### src/hdl/lhe_pkg.sv
// ----------------------------------------------------------------------------
// lhe_pkg
// Shared types for the luma histogram equalizer: controller states and the
// command and status groups between controller and datapath.
// ----------------------------------------------------------------------------
package lhe_pkg;

   localparam int unsigned PIX_W = 8;   // luma sample and table entry width
   localparam int unsigned Q_W   = 8;   // quotient bits of one table entry

   typedef enum logic [3:0] {
      ST_CLEAR,
      ST_IDLE,
      ST_APPLY,
      ST_GATHER,
      ST_BREAD,
      ST_BACC,
      ST_BMUL,
      ST_BDIV,
      ST_BWRITE
   } state_type;

   typedef struct packed {
      logic clr_step;    // write zero bin and identity entry at index, advance
      logic latch;       // capture clamped pixel of accepted transaction
      logic gather_wr;   // write incremented bin, bump frame total
      logic cum_clr;     // zero running sum before a build
      logic bld_acc;     // add bin to running sum, clear that bin
      logic bld_mul;     // scale running sum by top level
      logic div_step;    // one quotient bit
      logic bld_wr;      // write table entry, advance index
      logic total_clr;   // zero frame total
      logic out_load;    // capture table read into result register
   } cmd_type;

   typedef struct packed {
      logic idx_last;    // index sits on the top level
      logic div_last;    // final quotient bit in progress
   } status_type;

endpackage

### src/hdl/lhe_ctrl.sv
// ----------------------------------------------------------------------------
// lhe_ctrl
// Controller: sequences clearing pass, gather, apply and table build, and
// owns the input and result handshakes.
// ----------------------------------------------------------------------------
module lhe_ctrl (
   input  logic                clock,
   input  logic                reset,
   input  logic                in_valid,
   output logic                in_ready,
   input  logic                in_kind,
   input  logic                in_last,
   output logic                out_valid,
   input  logic                out_ready,
   output lhe_pkg::cmd_type    cmd,
   input  lhe_pkg::status_type sts
);
   import lhe_pkg::*;

   state_type state_ff, state_in;
   logic      out_valid_ff, out_valid_in;
   logic      last_ff, last_in;
   logic      accept;

   always_ff @(posedge clock) begin
      if (reset) begin
         state_ff     <= ST_CLEAR;
         out_valid_ff <= 1'b0;
         last_ff      <= 1'b0;
      end else begin
         state_ff     <= state_in;
         out_valid_ff <= out_valid_in;
         last_ff      <= last_in;
      end
   end

   assign in_ready  = (state_ff == ST_IDLE) && (!out_valid_ff || out_ready);
   assign accept    = in_valid && in_ready;
   assign out_valid = out_valid_ff;

   always_comb begin
      state_in     = state_ff;
      cmd          = '0;
      last_in      = last_ff;
      out_valid_in = out_valid_ff && !out_ready;
      case (state_ff)
         ST_CLEAR: begin
            cmd.clr_step  = 1'b1;
            cmd.total_clr = 1'b1;
            if (sts.idx_last) begin
               state_in = ST_IDLE;
            end
         end
         ST_IDLE: begin
            if (accept) begin
               cmd.latch = 1'b1;
               last_in   = in_last;
               state_in  = in_kind ? ST_APPLY : ST_GATHER;
            end
         end
         ST_APPLY: begin
            cmd.out_load = 1'b1;
            out_valid_in = 1'b1;
            state_in     = ST_IDLE;
         end
         ST_GATHER: begin
            cmd.gather_wr = 1'b1;
            cmd.cum_clr   = 1'b1;
            state_in      = last_ff ? ST_BREAD : ST_IDLE;
         end
         ST_BREAD: begin
            state_in = ST_BACC;
         end
         ST_BACC: begin
            cmd.bld_acc = 1'b1;
            state_in    = ST_BMUL;
         end
         ST_BMUL: begin
            cmd.bld_mul = 1'b1;
            state_in    = ST_BDIV;
         end
         ST_BDIV: begin
            cmd.div_step = 1'b1;
            if (sts.div_last) begin
               state_in = ST_BWRITE;
            end
         end
         ST_BWRITE: begin
            cmd.bld_wr = 1'b1;
            if (sts.idx_last) begin
               cmd.total_clr = 1'b1;
               state_in      = ST_IDLE;
            end else begin
               state_in = ST_BREAD;
            end
         end
         default: begin
            state_in = ST_CLEAR;
         end
      endcase
   end

endmodule

### config.mk
export PLATFORM = sky130hd
export DESIGN_NAME = lhe_ctrl
export DESIGN_NICKNAME = d
export VERILOG_FILES = /design/src/hdl/lhe_pkg.sv /design/src/hdl/lhe_ctrl.sv
export SDC_FILE = /design/constraint.sdc
export NUM_CORES = 1
export LEC_CHECK = 0
export ABC_AREA = 1
export BUFFER_PORTS_ARGS = -buffer_cell sky130_fd_sc_hd__buf_2
export CAP_MARGIN = 20
export CORE_AREA = 2 2 39 41
export DETAILED_ROUTE_END_ITERATION = 10
export DIE_AREA = 0 0 41 43
export PLACE_DENSITY = 0.66
export SLEW_MARGIN = 20
export SYNTH_ARGS = -nofsm -noshare
export SYNTH_HDL_FRONTEND = slang
export SYNTH_SLANG_ARGS = --single-unit
### constraint.sdc
create_clock -name clock -period 1.32 [get_ports clock]
set_clock_uncertainty 0.1 [all_clocks]
set_input_delay 0.396 -clock clock [delete_from_list [all_inputs] [get_ports clock]]
set_output_delay 0.396 -clock clock [all_outputs]
set_load 0.05 [all_outputs]
# Yosys cells after proc, flatten, opt, wreduce, memory -nomap -nowiden
# Cells that the tools add are included.
# word_totals
ff_bits	6
in_bits	8
out_inout_bits	12
word_cells	42
# classes
muxes	19
eq_ne	11
reduce_logical	9
# op_table
cell	n
$pmux 4 s9	1
$eq 4x3->1 const B	4
$mux 4	3
$mux 1	11
$eq 4x2->1 const B	2
$mux 3	2
$ne 2x2->1 const B	3
$eq 4x1->1 const B	1
$eq 4x4->1 const B	1
$logic_not 4->1	1
$logic_and 1x1->1	3
$reduce_and 3->1	1
$logic_not 1->1	2
$mux 2	1
$pmux 1 s2	1
$reduce_and 2->1	1
$logic_or 1x1->1	1

# Depth between registers and ports, before layout
# logic_depth
ltp_word	6
ltp_mapped	8
depth_no_buf	8

# Worst setup path before layout
# No wires, ideal clock.
# synth_path
kind	reg2out
start	register state_ff[0]
end	output cmd[1] in the netlist's numbering
t_arrival_ps	1457
path_stages_with_launch	4
path_buffers	0
slack_ps	-633
cell_sequence	dfxtp_1 > nor2_1 > nand2_2 > a21oi_1
# synth_rtl
item	line_no	text
start: declaration	lhe_ctrl.sv:20	state_type state_ff, state_in;
start signal: assignment	lhe_ctrl.sv:31	state_ff <= state_in;
end: declaration	lhe_ctrl.sv:15	output lhe_pkg::cmd_type cmd,

==> impl_metrics.tcl <==
set metrics [dict create \
    design_area_um2 1110 \
    cp.required_ns 0.82 \
    wl_per_cell_um 12.0 \
    report.power.total_w 0.000994 \
    horizontal_die_dimension_um 41 \
    core.rowCount 14 \
    die_height_um 43 \
    finalSetupViolCount 14 \
    layout.cells.most_common "buf_4" \
    leakage_nw 0.522 \
    fin_crit_ns 1.72 \
    run_status "complete, but fails checks" \
    place.port_buffers 19 \
    cts.root.buffer_cell "clkbuf_4" \
    postSynthRegisterBits 6 \
    areaGrowthSynthToFinish_pct 130 \
    route.layer.met1.wl_um 692 \
    placed_cell_area_um2 842 \
    tritoncts_num_sinks 6 \
    ir_worst_vdd_v 0.000577 \
    headroom_to_the_max_slew_limit_pct 84.7 \
    postCtsHoldBufs 0 \
    worstSkewPairLatency_ns 0.26 \
    worst_pin_slew_ns 0.230 \
    drt_first_iter_violations 20 \
    core-area_um2 1380 \
    drive_gt1_share_pct 71.7 \
    antenna_violations_before_repair 0 \
    max_cap_violations 0 \
    critical_path_sink_type "output pin" \
    setup_repair_after_global_routing_missed_its_margin "yes" \
    hold_viol 0 \
    pwr-share-comb_pct 58.6 \
    synthCells 78 \
    criticalPathCategory "flip-flop to output pin" \
    areal_power_density_over_the_cells_nw_per_um2 893 \
    pwr-share-clk_pct 19.7 \
    grt_overflow 0 \
    final-max-slew-violation-count 0 \
    arrival_ns 1.22 \
    met3WireLength_um 67 \
    boundaryPins 20 \
    failed_checks "negative setup slack" \
    power_report.internal_total_w 0.000555 \
    critPathLaunchType "flip-flop" \
    dieArea_um2 1760 \
    total_routing_usage_reported_by_global_routing_pct 20.7 \
    hold_class "input pin to flip-flop" \
    n_antenna_cell 0 \
    layout.nets 136 \
    drc 0 \
    tritoncts "done" \
    synth_warnings 0 \
    dp_hpwl_mm 1.10 \
    vias 683 \
    ctsLongestPathBuffers 2 \
    synth_cell_types 19 \
    cts-buffers-inserted 3 \
    synth_nets 86 \
    final_cell_mix "buf_4, inv_1, nor2_4, nand2_1, buf_6" \
    drt_pass1_iterations 4 \
    clock_pin_slew_on_the_worst_setup_and_hold_paths_ns 0.05 \
    vias_per_cell 4.78 \
    h-tree-depth 1 \
    antenna_left 0 \
    switching_fraction_of_total_power_pct 44.2 \
    highest-signal-layer "met4" \
    cp_max_fo 3 \
    fmaxAchievable_mhz 583 \
    wirelength_mm 1.71 \
    wire_length_of_the_first_global_routing_pass_mm 2.47 \
    initial_core_util_pct 35.0 \
    gp_congestion 0.829 \
    seqPwrFrac_pct 21.7 \
    largest_net_degree_at_the_start_of_global_routing 6 \
    net-switching-power_w 0.000440 \
    syn-cell-area_um2 484 \
    ys_seq_area_share_pct 24.8 \
    first_global_vias 638 \
    finalWorstSetupSlack_ns -0.396 \
    hold_slack_ns 0.265 \
    wl_met2_um 921 \
    postSynthAreaPerCell_um2 6.21 \
    fin_crit_sh_pct 130 \
]
registers in the layout, indices dropped and copies added (netlist names):
name       flops
last_ff        1
out_valid      1
state_ff       4
Yosys cell counts:
| cell type | n | area (um^2) |
|---|---|---|
| nor2_1 | 9 | 33.8 |
| clkinv_2 | 1 | 5.00 |
| o21ai_1 | 2 | 10.0 |
| nand3_1 | 3 | 15.0 |
| nor2_2 | 6 | 37.5 |
| nand3_2 | 1 | 10.0 |
| nand2_2 | 5 | 31.3 |
| inv_2 | 2 | 7.51 |
| nand2_1 | 13 | 48.8 |
| o21ai_0 | 1 | 5.00 |
| nand3b_1 | 1 | 7.51 |
| a21oi_2 | 1 | 8.76 |
| nor3_4 | 1 | 16.3 |
| inv_1 | 16 | 60.1 |
| buf_4 | 1 | 7.51 |
| nand4_1 | 2 | 12.5 |
| nand3_4 | 1 | 17.5 |
| a21oi_1 | 6 | 30.0 |
| dfxtp_1 | 6 | 120 |
cell families after synthesis:
family | synth area share [%]
buf+inv | 16.5
flops | 24.8
compound gates | 11.1
simple gates | 47.5
final timing paths:
check / startpoint / to / slack, ns / cells after the start
max reg2reg: state_ff[0] / state_ff[0] / -0.19 / 9
max: state_ff[2] / cmd[7] / -0.40 / 5
min: reset / state_ff[0] / 0.27 / 2
min reg2reg: state_ff[0] / state_ff[0] / 0.43 / 2
power groups by stage:
| stage | Combinational, W | Clock (W) | Sequential [W] |
|---|---|---|---|
| floorplan | 0.000279 | 0 | 0.000222 |
| global placement | 0.000415 | 0 | 0.000213 |
| detailed placement | 0.000420 | 0 | 0.000214 |
| CTS | 0.000494 | 0.000198 | 0.000211 |
| global route | 0.000617 | 0.000203 | 0.000217 |
| finish | 0.000583 | 0.000196 | 0.000216 |
area by class of cell:
cell class | instances | area, um^2
clock buffer | 4 | 26.3
inverter | 19 | 83.8
timing repair buffer | 46 | 403
multi-input combinational | 52 | 444
tap | 16 | 20.0
fill | 84 | 270
sequential | 6 | 136
routing by layer:
metal	track usage [%]	vias to the layer above
li1	-	339
met1	23.5	319
met2	33.4	20
met3	4.19	5
met4	12.0	0
met5	0	-
repair_timing:
item	4_1_cts	5_1_grt
pin swaps	5	7
gates resized for setup	38	24
endpoints found under the setup margin	16	15
buffers inserted	1	2
per-stage QoR:
step | cells | util (%) | setup slack, ns | TNS, ns
3_5_place_dp | 136 | 60.8 | -0.253 | -2.68
6_report | 143 | 80.5 | -0.396 | -4.08
4_1_cts | 141 | 72.7 | -0.363 | -3.95
3_3_place_gp | 136 | 60.8 | -0.235 | -2.53
5_1_grt | 143 | 80.5 | -0.428 | -4.71
2_1_floorplan | 78 | - | -0.312 | -2.21
worst max-delay path, stage by stage, from the launching register on:
cell	delay [ns]
dfxtp_4	0.35
nor2_4	0.16
buf_6	0.13
inv_4	0.04
nor2_4	0.11
buf_6	0.17
Note: power is estimated with default switching activity, not from simulation.
